[config.mk]
export PLATFORM = sky130hd
export DESIGN_NAME = tcw_ctrl
export DESIGN_NICKNAME = d
export VERILOG_FILES = /design/src/rtl/core/tcw_pkg.sv /design/src/rtl/core/tcw_ctrl.sv
export SDC_FILE = /design/constraint.sdc
export NUM_CORES = 1
export LEC_CHECK = 0
export BUFFER_PORTS_ARGS = -buffer_cell sky130_fd_sc_hd__buf_2
export CAP_MARGIN = 15
export CORE_AREA = 2 2 39 41
export CTS_BUF_LIST = sky130_fd_sc_hd__clkbuf_4 sky130_fd_sc_hd__clkbuf_8 sky130_fd_sc_hd__clkbuf_16
export CTS_CLUSTER_DIAMETER = 50
export DETAILED_ROUTE_END_ITERATION = 10
export DIE_AREA = 0 0 41 43
export PLACE_DENSITY = 0.49
export SETUP_SLACK_MARGIN = 0.1
export SLEW_MARGIN = 10
export SYNTH_ARGS = -nofsm -noshare
export SYNTH_HDL_FRONTEND = slang
export SYNTH_SLANG_ARGS = --single-unit
export TNS_END_PERCENT = 1
[constraint.sdc]
create_clock -name i_clk -period 2.42 [get_ports i_clk]
set_input_delay 0 -clock i_clk [delete_from_list [all_inputs] [get_ports i_clk]]
set_output_delay 0 -clock i_clk [all_outputs]
set_load 0.05 [all_outputs]
[src/rtl/core/tcw_pkg.sv]
// Package for the text console writer: geometry, command codes, FSM states, shared structs.
// No dependencies.
`timescale 1ns / 1ps
`default_nettype none
package tcw_pkg;
    localparam int COLS   = 80;
    localparam int ROWS   = 25;
    localparam int CELLS  = COLS * ROWS;
    localparam int COL_W  = 7;
    localparam int ROW_W  = 5;
    localparam int ADDR_W = 11;
    localparam logic [7:0] BLANK = 8'h20;

    localparam logic [2:0] K_PUT   = 3'd0;
    localparam logic [2:0] K_BS    = 3'd1;
    localparam logic [2:0] K_SET   = 3'd2;
    localparam logic [2:0] K_MOVE  = 3'd3;
    localparam logic [2:0] K_CELL  = 3'd4;
    localparam logic [2:0] K_CLEAR = 3'd5;
    localparam logic [2:0] K_READ  = 3'd6;

    localparam logic [1:0] D_UP    = 2'd0;
    localparam logic [1:0] D_DOWN  = 2'd1;
    localparam logic [1:0] D_LEFT  = 2'd2;

    localparam logic [1:0] REG_FG    = 2'd0;
    localparam logic [1:0] REG_BG    = 2'd1;
    localparam logic [1:0] REG_SHOWN = 2'd2;

    typedef enum logic [2:0] {
        S_INIT, S_IDLE, S_EXEC, S_SCRL_RD, S_SCRL_WR, S_FILL, S_READ, S_DONE
    } t_state;

    // controller -> datapath
    typedef struct packed {
        logic              load;      // capture the item, compute cursor
        logic              cell_wr;   // write the single item cell
        logic              fill_wr;   // write blank at sweep address
        logic              scrl_rd;   // read cell below sweep address
        logic              scrl_wr;   // write copied or blank cell
        logic              ptr_clr;   // zero the sweep pointer
        logic              ptr_inc;   // advance sweep pointer
        logic              rd_issue;  // issue cell read
        logic              done;      // present result
    } t_cmd;

    // datapath -> controller
    typedef struct packed {
        logic need_scroll;
        logic need_clear;
        logic need_read;
        logic ptr_last;
    } t_stat;
endpackage
`default_nettype wire

[src/rtl/core/tcw_ctrl.sv]
// Controller FSM for the text console writer.
// Depends on tcw_pkg.
`timescale 1ns / 1ps
`default_nettype none
module tcw_ctrl (
    input  wire           i_clk,
    input  wire           i_rst_n,
    input  wire           start,
    output logic          busy,
    input  tcw_pkg::t_stat i_stat,
    output tcw_pkg::t_cmd  o_cmd
);
    import tcw_pkg::*;

    t_state r_state, n_state;

    always_ff @(posedge i_clk) begin
        if (!i_rst_n) r_state <= S_INIT;
        else          r_state <= n_state;
    end

    // next state and commands
    always_comb begin
        n_state = r_state;
        o_cmd   = '0;
        busy    = 1'b1;
        case (r_state)
            S_INIT: begin
                o_cmd.fill_wr = 1'b1;
                o_cmd.ptr_inc = 1'b1;
                if (i_stat.ptr_last) begin
                    o_cmd.ptr_clr = 1'b1;
                    n_state = S_IDLE;
                end
            end
            S_IDLE: begin
                busy = 1'b0;
                if (start) begin
                    o_cmd.load = 1'b1;
                    n_state = S_EXEC;
                end
            end
            S_EXEC: begin
                if (i_stat.need_read) begin
                    o_cmd.rd_issue = 1'b1;
                    n_state = S_READ;
                end else if (i_stat.need_clear) begin
                    n_state = S_FILL;
                end else begin
                    o_cmd.cell_wr = 1'b1;
                    n_state = i_stat.need_scroll ? S_SCRL_RD : S_DONE;
                end
            end
            S_SCRL_RD: begin
                o_cmd.scrl_rd = 1'b1;
                n_state = S_SCRL_WR;
            end
            S_SCRL_WR: begin
                o_cmd.scrl_wr = 1'b1;
                o_cmd.ptr_inc = 1'b1;
                if (i_stat.ptr_last) begin
                    o_cmd.ptr_clr = 1'b1;
                    n_state = S_DONE;
                end else begin
                    n_state = S_SCRL_RD;
                end
            end
            S_FILL: begin
                o_cmd.fill_wr = 1'b1;
                o_cmd.ptr_inc = 1'b1;
                if (i_stat.ptr_last) begin
                    o_cmd.ptr_clr = 1'b1;
                    n_state = S_DONE;
                end
            end
            S_READ: n_state = S_DONE;
            S_DONE: begin
                o_cmd.done = 1'b1;
                n_state = S_IDLE;
            end
            default: n_state = S_IDLE;
        endcase
    end

    // a started item always returns to idle through the result state
    a_done_idle: assert property (@(posedge i_clk) disable iff (!i_rst_n)
        o_cmd.done |=> (r_state == S_IDLE)) else $error("result not followed by idle");
    a_load_idle: assert property (@(posedge i_clk) disable iff (!i_rst_n)
        o_cmd.load |-> !busy) else $error("load while busy");
    a_sweep_excl: assert property (@(posedge i_clk) disable iff (!i_rst_n)
        !(o_cmd.scrl_wr && o_cmd.fill_wr)) else $error("two sweep writes");
endmodule
`default_nettype wire

# [Word level (Yosys, flattened, before mapping)]
# Cells that the tools add are included.
# W data, S select, Z words.
[word_totals] in_bits=7 elab_cells=37 out_inout_bits=10 ff_bits=3
[classes] reduce_logical=4 eq_ne=10 mux=22
[ops] op="$pmux W3 S8" count=1
[ops] op="$mux W3" count=7
[ops] op="$mux W1" count=13
[ops] op="$eq A3 B3 Y1 const B" count=4
[ops] op="$eq A3 B2 Y1 const B" count=2
[ops] op="$ne A2 B2 Y1 const B" count=3
[ops] op="$eq A3 B1 Y1 const B" count=1
[ops] op="$logic_not A3 Y1" count=1
[ops] op="$reduce_and A3 Y1" count=1
[ops] op="$reduce_or A3 Y1" count=1
[ops] op="$mux W2" count=1
[ops] op="$reduce_or A2 Y1" count=1

# [Depth between registers and ports, before layout]
# Gate-level depths: netlist of the first run.
[logic_depth] ltp_word=4 mapped_depth=4 mapped_depth_nobuf=3

# [Worst setup path after synthesis of the first run]
# OpenSTA, ideal clock, no wires.
[synth_timing] kind="register to output" startpoint="register r_state[2]" endpoint="output o_cmd[7] (netlist name)" path_stages_with_launch=3 slack_ns=0.450 arrival_ns=1.970 t_required_ns=2.420 n_path_buf=1 cell_sequence="dfxtp_1 buf_6 nor4_1"
[synth_rtl] item="start: declaration" line="tcw_ctrl.sv:15" source="t_state r_state, n_state;"
[synth_rtl] item="start signal: assignment" line="tcw_ctrl.sv:19" source="else r_state <= n_state;"
[synth_rtl] item="end: declaration" line="tcw_ctrl.sv:11" source="output tcw_pkg::t_cmd o_cmd"

==> metrics.md, run 1 <==
| Metric | Value |
|---|---|
| Status | `finished, final reports clean` |
| Final Hold Viols | `0` |
| Clock share of power | `0.343` |
| I/O pin total | `17` |
| Sw frac | `0.427` |
| Fin. max-slew vios | `0` |
| CP Data Required Time | `2.42 ns` |
| Antenna cells | `0` |
| Die ar. | `0.00176 mm2` |
| DRT Wirelength | `between 600 and 700 um` |
| Wire per inst | `around 9.5 um` |
| Final TNS setup | `0 ns` |
| Slowest stage delay, CP | `0.49 ns` |
| Worst-Skew Late Latency | `0.23 ns` |
| DR vias/cell | `4.38` |
| LEAKAGE | `roughly 0.18 nW` |
| Initial antenna violation count | `0` |
| Maximum vdd ir drop | `approximately 240 uV` |
| CTS resizes | `0` |
| P per Cell Area | `742 mW/mm2` |
| Layout cell share with drive strength beyond 1 | `0.442` |
| CP bufs+invs | `1` |
| Post-Syn Area | `roughly 270 um2` |
| Area Overhead vs Synth | `43.9%` |
| Post-DP HPWL | `511 um` |
| Critical Path Start Type | `flip-flop` |
| Syn_nets | `40` |
| Total Routing Usage GR | `0.0931` |
| Global route overflow | `0` |
| Post-layout nets | `60` |
| Clk_skew | `0.000329 ns` |
| MaxCap Viol Count | `0` |
| Setup slack after layout | `1.03 ns` |
| Max reg flops | `3` |
| Power Total | `between 200 and 300 uW` |
| Gp weighted congestion | `0.712` |
| Total CTS buffers | `3` |
| First-pass GRT wire length | `1030 um` |
| Cell count after synthesis | `33` |
| Fin crit share | `0.573` |
| CP max-delay cell | `dfxtp_1` |
| CP Capture Type | `output port` |
| Non-Filler Instances | `68` |
| H-tree levels | `1` |
| Die X | `41 um` |
| Largest net degree at the start of global routing | `12` |
| CTS tree | `built` |
| DR iter-0 viols | `2` |
| Total number of vias | `298` |
| # Post-CTS Setup Buffers | `0` |
| Avg Cell Area, Syn | `between 8 and 9 um2` |
| Critical path cell sequence | `nand2b_1, nor3b_1, buf_2` |
| TritonRoute pass-1 iters | `2` |
| Synth Register Bits | `3` |
| RSZ-0062 raised after global routing | `false` |
| DRT antenna net count | `0` |
| Commonest non-fill, non-tap cell in the layout | `buf_2` |
| Fmax | `between 700 and 800 MHz` |
| Setup CP Type | `flip-flop to output port` |
| Internal power | `between 150 and 200 uW` |
| Psw | `122 uW` |
| Row cnt | `14` |
| Final setup viols | `0` |
| Filler cells | `~160` |
| Comb power frac | `0.424` |
| Cell variety after synth | `19` |
| YS warnings | `0` |
| Pre-CTS setup slack | `between 1 and 1.5 ns` |
| Clk sinks | `3` |
| Largest Register | `r_state` |
| Placed cell count | `63` |
| CTS clk-pin slew, worst paths | `about 0.04 ns` |
| Core Region | `between 0.001 and 0.0015 mm2` |
| Root Buffer | `clkbuf_4` |
| Starting Density | `0.193` |
| Number of global-route vias before repair | `244` |
| CP Data Arrival Time | `approximately 1.4 ns` |
| Clk buf depth | `2` |
| Min cycle time layout | `1.39 ns` |
| Commonest cells after routing, fill and taps aside | `buf_2 (16), nor2_1 (5), nand2b_1 (4), clkbuf_4 (4)` |
| Hold Crit Class | `input pin to flip-flop` |
| Slew HR | `0.754` |
| Sequential Power Share | `0.233` |
| Largest registers | `r_state (3)` |
| DIE HEIGHT | `around 43 um` |
| Worst-margin pin slew | `between 0.3 and 0.4 ns` |
| Post-synthesis sequential area ratio | `0.224` |
| CP Max Fanout | `11` |
| Count of buffers from port buffering | `16` |
| Crit path max-delay family | `flip-flops` |
| DRC errors left | `0` |
| # hold bufs at CTS | `0` |
[path summary, 6_finish.rpt]
kind	slack, ns	from	end	cells after the start
max	1.03	r_state[1]$_SDFFE_PN0P_	o_cmd[1]	3
min	0.13	start	r_state[0]$_SDFFE_PN0P_	3
min reg2reg	0.60	r_state[0]$_SDFFE_PN0P_	r_state[2]$_SDFFE_PN0P_	1
max reg2reg	1.25	r_state[2]$_SDFFE_PN0P_	r_state[1]$_SDFFE_PN0P_	3
[metrics by stage]
| step | hold WS, ns | utilization | instance area (um2) |
|---|---|---|---|
| global route | 0.155 | 0.278 | 385 |
| CTS | 0.00366 | 0.271 | 375 |
| detailed placement | 0.249 | 0.250 | 345 |
| floorplan | 0.122 | - | 268 |
| finish | 0.126 | 0.278 | 385 |
| global placement | 0.240 | 0.250 | 345 |
[metal layers]
| metal | vias up | GRT usage | wire length (um) |
|---|---|---|---|
| met5 | - | 0 | 0 |
| met2 | 14 | 0.113 | 295 |
| met1 | 129 | 0.105 | 298 |
| met3 | 0 | 0.0628 | 55 |
| met4 | 0 | 0.0800 | 0 |
| li1 | 155 | - | - |
[kinds of logic after synthesis]
family | share of synthesized area
compound gates | 0.140
buf+inv | 0.0981
flops | 0.224
mux | 0.0374
simple gates | 0.500
[power by group through the flow]
stage / sequential, mW / combinational, mW / clock (mW)
6_report: 0.0667 / 0.121 / 0.0981
5_1_grt: 0.0692 / 0.130 / 0.111
4_1_cts: 0.0666 / 0.121 / 0.104
3_5_place_dp: 0.0673 / 0.121 / 0
3_3_place_gp: 0.0676 / 0.121 / 0
2_1_floorplan: 0.0600 / 0.105 / 0
[worst reg2reg max path, cell delays in order, from the launching register on]
cell and delay, ns:
dfxtp_1 0.53, mux2i_1 0.23, o221ai_1 0.13, and2_1 0.16
[cell usage after synthesis]
cell	instances	area (um2)
inv_1	1	3.75
nor2b_1	1	6.26
nor4_1	1	6.26
and2_1	3	18.8
and3_1	1	6.26
buf_6	2	22.5
nor2_1	5	18.8
nor2b_2	1	8.76
nor2_2	1	6.26
o31a_1	1	8.76
nor3b_1	3	22.5
nor4b_2	1	15.0
nand2b_1	4	25.0
dfxtp_1	3	60.1
mux2i_1	1	10.0
a211oi_1	1	7.51
o21a_1	1	7.51
o21ai_0	1	5.00
o221ai_1	1	8.76
[cell type report]
cell class / count / area [um2] / area share
multi-input combinational: 27 / 181 / 0.471
timing repair buffer: 17 / 90.1 / 0.234
sequential: 3 / 60.1 / 0.156
clock buffer: 4 / 30.0 / 0.0779
tap: 16 / 20.0 / 0.0519
inverter: 1 / 3.75 / 0.00974
Power figures use the tool's default switching activity.
==> run 2, diff against run 1 <==
Settings changed: ABC_AREA from default to 1, PLACE_DENSITY 0.49 to 0.5.
Clock period 2.42 ns to 1.3 ns, I/O delays scaled along.
==> run 2 against run 1 <==
Compared with the run above: total power grew 78%; global-route usage rose by 0.92 points; combinational power grew 76%; sequential share of layout area is 1.1 points lower; register-to-register slack lost 1.0 ns; clock power increased by 87%; clock skew rose by 0.0017 ns; area after synthesis grew 5.1%.
==> metrics.md, run 2 <==
| Metric | Value |
|---|---|
| Crit. Startpoint | `r_state[2]$_SDFFE_PN0P_` |
| Crit path depth | `6` |
| Reg-to-reg startpoint | `r_state[2]$_SDFFE_PN0P_` |
| Sw frac | `0.422` |
| Slowest stage delay, CP | `~0.36 ns` |
| Internal power | `295 uW` |
| Worst hold slack | `~0.011 ns` |
| Largest registers | `r_state (3)` |
| P per Cell Area | `between 1000 and 1500 mW/mm2` |
| Psw | `approximately 220 uW` |
| Avg Cell Area, Syn | `5.63 um2` |
| Total CTS buffers | `3` |
| Hold Crit Class | `input pin to flip-flop` |
| Top-area cell type share of the netlist area | `0.213` |
| Antenna cells | `0` |
| Slew HR | `0.835` |
| CP bufs+invs | `2` |
| Synth cell count leaders | `nor2_1 (10), nand2_1 (9), inv_1 (7)` |
| Status | `finished, final reports clean` |
| Clk sinks | `3` |
| Critical path cell sequence | `inv_4, nand2_4, nor2_4, nand2_2, nor2_2, buf_6` |
| I/O pin total | `17` |
| Cell count after synthesis | `50` |
| Clock share of power | `0.359` |
| Total number of vias | `around 380` |
| Crit path to | `o_cmd[7]` |
| Min cycle time layout | `between 1 and 1.5 ns` |
| Layout cell share with drive strength beyond 1 | `0.528` |
| Maximum vdd ir drop | `~320 uV` |
| DIE HEIGHT | `~43 um` |
| DRT Wirelength | `~820 um` |
| Clk_skew | `around 0.0021 ns` |
| Fin area | `about 470 um2` |
| Reg2Reg Depth | `8` |
| R2r endpoint | `r_state[0]$_SDFFE_PN0P_` |
| Final TNS setup | `0 ns` |
| Setup CP Type | `flip-flop to output port` |
| Post-Syn Area | `~280 um2` |
| H-tree levels | `1` |
| Number of global-route vias before repair | `roughly 340` |
| Filler cells | `approximately 170` |
| # hold bufs at CTS | `0` |
| Largest Register | `r_state` |
| CP max-delay cell | `dfxtp_4` |
| Area contributors post-synth | `dfxtp_1 (21%), nor2_1 (13%), nand2_1 (12%)` |
| CTS tree | `built` |
| Initial antenna violation count | `0` |
| MaxCap Viol Count | `0` |
| FF-to-FF setup slack | `0.25 ns` |
| CP Data Required Time | `1.30 ns` |
| DP Area | `387 um2` |
| Critical Path Start Type | `flip-flop` |
| Max reg flops | `3` |
| Post-synth EDFFs | `0` |
| Power Total | `~510 uW` |
| Pre-CTS setup slack | `roughly 0.17 ns` |
| Gp weighted congestion | `0.723` |
| Area Overhead vs Synth | `68.4%` |
| Main synth FF type | `dfxtp_1` |
| Total Routing Usage GR | `0.102` |
| Asr flop ratio synth | `0` |
| Worst-margin pin slew | `approximately 0.25 ns` |
| Commonest cells after routing, fill and taps aside | `buf_2 (12), nand2_1 (8), nor2_1 (8), inv_1 (7), buf_4 (5)` |
| Commonest non-fill, non-tap cell in the layout | `buf_2` |
| Largest net degree at the start of global routing | `7` |
| Fmax | `~840 MHz` |
| Count leader, synth | `nor2_1` |
| LEAKAGE | `approximately 0.24 nW` |
| DR vias/cell | `4.27` |
| Crit path max-delay family | `flip-flops` |
| Final setup viols | `0` |
| Comb power frac | `0.417` |
| Root Buffer | `clkbuf_4` |
| RSZ-0062 raised after global routing | `true` |
| Post-layout nets | `80` |
| Core Region | `~0.0014 mm2` |
| Largest area contributor in the netlist | `dfxtp_1` |
| Worst-Skew Late Latency | `about 0.23 ns` |
| DR iter-0 viols | `2` |
| CP Max Fanout | `6` |
| DRT antenna net count | `0` |
| Fin. max-slew vios | `0` |
| Synth Register Bits | `3` |
| Starting Density | `0.203` |
| Row cnt | `14` |
| Post-DP HPWL | `between 600 and 700 um` |
| Sequential Power Share | `0.224` |
| First-pass GRT wire length | `1210 um` |
| Syn_nets | `57` |
| Final Hold Viols | `0` |
| Fin crit share | `0.916` |
| Wire per inst | `around 9.4 um` |
| CTS clk-pin slew, worst paths | `0.04 ns` |
| TritonRoute pass-1 iters | `2` |
| Global route overflow | `0` |
| Post-synthesis sequential area ratio | `0.213` |
| Clk buf depth | `2` |
| CP Data Arrival Time | `around 1.2 ns` |
| Die ar. | `between 0.0015 and 0.002 mm2` |
| DRC errors left | `0` |
| Die X | `about 41 um` |
| Setup slack after layout | `approximately 0.11 ns` |
| Cell variety after synth | `15` |
| Count of buffers from port buffering | `16` |
| CP Capture Type | `output port` |
| YS warnings | `0` |
run 2: changes by cell type after synthesis, moves of 3 or more:
cell,change
and2_1,-3
inv_1,+6
nand2_1,+9
nand2_2,+4
nand2b_1,-4
nand3_1,+4
nor2_1,+5
nor3b_1,-3
run 2: worst min-delay path by stage:
stage                                    to  startpoint  depth (start not counted)
finish              r_state[1]$_SDFFE_PN0P_     i_rst_n                          3
global route        r_state[1]$_SDFFE_PN0P_     i_rst_n                          3
detailed placement  r_state[1]$_SDFFE_PN0P_     i_rst_n                          3
floorplan           r_state[1]$_SDFFE_PN0P_     i_rst_n                          2
global placement    r_state[1]$_SDFFE_PN0P_     i_rst_n                          3
CTS                 r_state[1]$_SDFFE_PN0P_     i_rst_n                          3
run 2: kinds of logic after synthesis:
| family | share of synthesized area |
|---|---|
| simple gates | 0.511 |
| buf+inv | 0.120 |
| compound gates | 0.156 |
| flops | 0.213 |
run 2: routing by layer:
layer  share of wire  global-route usage  wire length, um
met1            0.40               0.106              331
met2            0.56               0.169              459
met3           0.041              0.0314               34
met4               0              0.0600                0
met5               0                   0                0
run 2: area by class of cell:
cell class,instances,area (um2),share of cell area
Timing Repair Buffer,18,109,0.230
Inverter,9,36.3,0.0765
Sequential cell,3,68.8,0.145
Multi-Input combinational cell,38,210,0.443
Tap cell,16,20.0,0.0422
Clock buffer,4,30.0,0.0633
run 2: tightest hold or removal path: cells and delay by family:
family                 cells  cell delay (ns)
buffers and inverters      1             0.11
AND/OR/NAND/NOR            2             0.09
run 2: what timing repair did:
action                                  4_1_cts  5_1_grt
pin swaps                                     0        2
endpoints found under the setup margin        6        6
hold endpoints to repair                      0        0
gates resized for setup                       8        8
buffers inserted                              1        1
run 2: stage by stage:
| step | instances | utilization |
|---|---|---|
| floorplan | 50 | - |
| global placement | 82 | 0.279 |
| detailed placement | 82 | 0.279 |
| CTS | 87 | 0.319 |
| global route | 88 | 0.343 |
| finish | 88 | 0.343 |
run 2: power groups by stage:
stage | clock network [mW] | logic (mW) | registers, mW
2_1_floorplan | 0 | 0.157 | 0.110
3_3_place_gp | 0 | 0.204 | 0.113
3_5_place_dp | 0 | 0.203 | 0.113
4_1_cts | 0.193 | 0.208 | 0.113
5_1_grt | 0.202 | 0.229 | 0.116
6_report | 0.183 | 0.213 | 0.114
==> run 3, diff against run 2 <==
Settings changed: BUFFER_PORTS_ARGS -buffer_cell sky130_fd_sc_hd__buf_2 to default, DONT_BUFFER_PORTS from default to 1, PLACE_DENSITY 0.5 to 0.39, RECOVER_POWER from default to 50.
==> run 3 against run 2 <==
Compared with the run above: largest cell class unchanged; final cell count is 2.3% lower; critical path type unchanged; wire length is 6.1% lower; non-clock buffer count shrank 2; critical path depth down 1; global-route usage fell by 0.39 points.
==> metrics.md, run 3 (synthesis results as in run 2) <==
| Metric | Value |
|---|---|
| Core Region | `~0.0014 mm2` |
| DRT antenna net count | `0` |
| I/O pin total | `17` |
| DR vias/cell | `~4.4` |
| Clk sinks | `3` |
| Fmax | `~850 MHz` |
| CP Data Required Time | `approximately 1.3 ns` |
| Initial antenna violation count | `0` |
| DRT Wirelength | `between 700 and 800 um` |
| Worst-Skew Late Latency | `roughly 0.23 ns` |
| CP Max Fanout | `4` |
| H-tree levels | `1` |
| Count of buffers from port buffering | `0` |
| Total Routing Usage GR | `0.0984` |
| Worst hold slack | `between 0.03 and 0.04 ns` |
| M1 WL | `between 300 and 400 um` |
| Status | `finished, final reports clean` |
| Slew HR | `0.818` |
| Largest net degree at the start of global routing | `7` |
| Met3 routed WL | `~80 um` |
| Wire per inst | `~9.0 um` |
| P per Cell Area | `~1000 mW/mm2` |
| Antenna cells | `0` |
| Final setup viols | `0` |
| CP Capture Type | `output port` |
| Reg2Reg Depth | `8` |
| Sequential Power Share | `0.215` |
| Filler cells | `about 150` |
| TritonRoute pass-1 iters | `4` |
| Clk_skew | `around 0.0024 ns` |
| Setup slack after layout | `~0.12 ns` |
| FF+latch area | `~69 um2` |
| Top sig layer | `met3` |
| RSZ-0062 raised after global routing | `true` |
| Fin crit share | `0.909` |
| Internal power | `just over 300 uW` |
| Met2 Routed Length | `380 um` |
| Multi-input gate area | `210 um2` |
| Commonest non-fill, non-tap cell in the layout | `buf_4` |
| Max reg flops | `3` |
| Psw | `210 uW` |
| CTS clk-pin slew, worst paths | `~0.040 ns` |
| MaxCap Viol Count | `0` |
| CP Data Arrival Time | `between 1 and 1.5 ns` |
| First-pass GRT wire length | `about 1200 um` |
| Global route overflow | `0` |
| Area Overhead vs Synth | `75.1%` |
| FF-to-FF setup slack | `approximately 0.23 ns` |
| Hold Crit Class | `input pin to flip-flop` |
| Total CTS buffers | `3` |
| Starting Density | `0.203` |
| Die ar. | `approximately 0.0018 mm2` |
| Largest Register | `r_state` |
| Fin. max-slew vios | `0` |
| Worst Hold Depth | `4` |
| Setup CP Type | `flip-flop to output port` |
| Reg-to-reg startpoint | `r_state[2]$_SDFFE_PN0P_` |
| Hold Startpoint | `i_stat[1]` |
| Worst-margin pin slew | `~0.27 ns` |
| Number of global-route vias before repair | `roughly 300` |
| Total number of vias | `~380` |
| Post-layout nets | `78` |
| Root Buffer | `clkbuf_4` |
| R2r endpoint | `r_state[0]$_SDFFE_PN0P_` |
| Clock share of power | `0.349` |
| DR iter-0 viols | `10` |
| DRC errors left | `0` |
| Gp weighted congestion | `between 0.6 and 0.7` |
| Pre-CTS setup slack | `around 0.21 ns` |
| Clk buf depth | `2` |
| CTS tree | `built` |
| Post-DP HPWL | `between 600 and 700 um` |
| Maximum vdd ir drop | `~480 uV` |
| Sw frac | `0.408` |
| Min cycle time layout | `between 1 and 1.5 ns` |
| Critical Path Start Type | `flip-flop` |
| Layout cell share with drive strength beyond 1 | `0.486` |
| Largest registers | `r_state (3)` |
| LEAKAGE | `about 0.24 nW` |
| Die X | `41 um` |
| Comb power frac | `0.435` |
| DIE HEIGHT | `roughly 43 um` |
| WHS Endpoint | `r_state[1]$_SDFFE_PN0P_` |
| Row cnt | `14` |
| Final Hold Viols | `0` |
| Commonest cells after routing, fill and taps aside | `buf_4 (10), nand2_1 (9), nor2_1 (7), inv_1 (7)` |
## run 3: cell types whose count changed in the layout (fill, tap and decap cells not counted), sizes merged
| cell | delta |
|---|---|
| clkbuf | +2 |
| buf | -6 |
| dlygate4sd3 | +2 |
## run 3: how the worst max path moves through the flow
stage / depth (start not counted) / endpoint / slack [ns] / startpoint
2_1_floorplan: 5 / r_state[1]$_SDFFE_PN0P_ / -0.26 / r_state[2]$_SDFFE_PN0P_
3_3_place_gp: 7 / r_state[0]$_SDFFE_PN0P_ / 0.19 / r_state[2]$_SDFFE_PN0P_
3_5_place_dp: 8 / r_state[1]$_SDFFE_PN0P_ / 0.21 / r_state[0]$_SDFFE_PN0P_
4_1_cts: 5 / o_cmd[8] / 0.08 / r_state[0]$_SDFFE_PN0P_
5_1_grt: 5 / o_cmd[6] / 0.06 / r_state[2]$_SDFFE_PN0P_
6_report: 5 / o_cmd[6] / 0.12 / r_state[2]$_SDFFE_PN0P_
## run 3: stage by stage
stage | utilization | total power, mW | TNS (ns) | cell area [um2] | cells
after global routing | 0.356 | 0.557 | 0 | 493 | 86
after detailed placement | 0.281 | 0.320 | 0 | 389 | 77
after CTS | 0.344 | 0.526 | 0 | 477 | 85
after global placement | 0.281 | 0.321 | 0 | 389 | 77
after floorplan | - | 0.268 | -1.01 | 287 | 50
final | 0.356 | 0.514 | 0 | 493 | 86
## run 3: final cells by class
class,instances,share of cell area
clock buffer,4,0.0609
sequential,3,0.140
tap,16,0.0406
inverter,9,0.0736
timing repair buffer,16,0.259
multi-input combinational,38,0.426
## run 3: per-layer routing
metal | vias up | global-route usage
li1 | 197 | -
met1 | 168 | 0.132
met2 | 14 | 0.131
met3 | 0 | 0.0471
met4 | 0 | 0.0400
met5 | - | 0
## run 3: power by group through the flow
stage	sequential, mW	clock, mW	combinational (mW)
6_report	0.111	0.180	0.224
5_1_grt	0.112	0.204	0.241
4_1_cts	0.114	0.192	0.219
3_5_place_dp	0.113	0	0.207
3_3_place_gp	0.113	0	0.208
2_1_floorplan	0.110	0	0.157
## run 3: worst max-delay path, stage by stage (launching register included)
cell	delay [ns]
dfxtp_4	0.36
inv_4	0.07
buf_4	0.11
nand2_1	0.08
nand2_2	0.07
clkbuf_2	0.27
## run 3: repair_timing
action                     in CTS  in global routing
hold endpoints to repair        3                  0
hold buffers                    2                  0
setup buffers                   2                  1
resized for setup               8                  6
gates cloned                    0                  0
pin swaps                       2                  1
setup endpoints to repair       5                  5
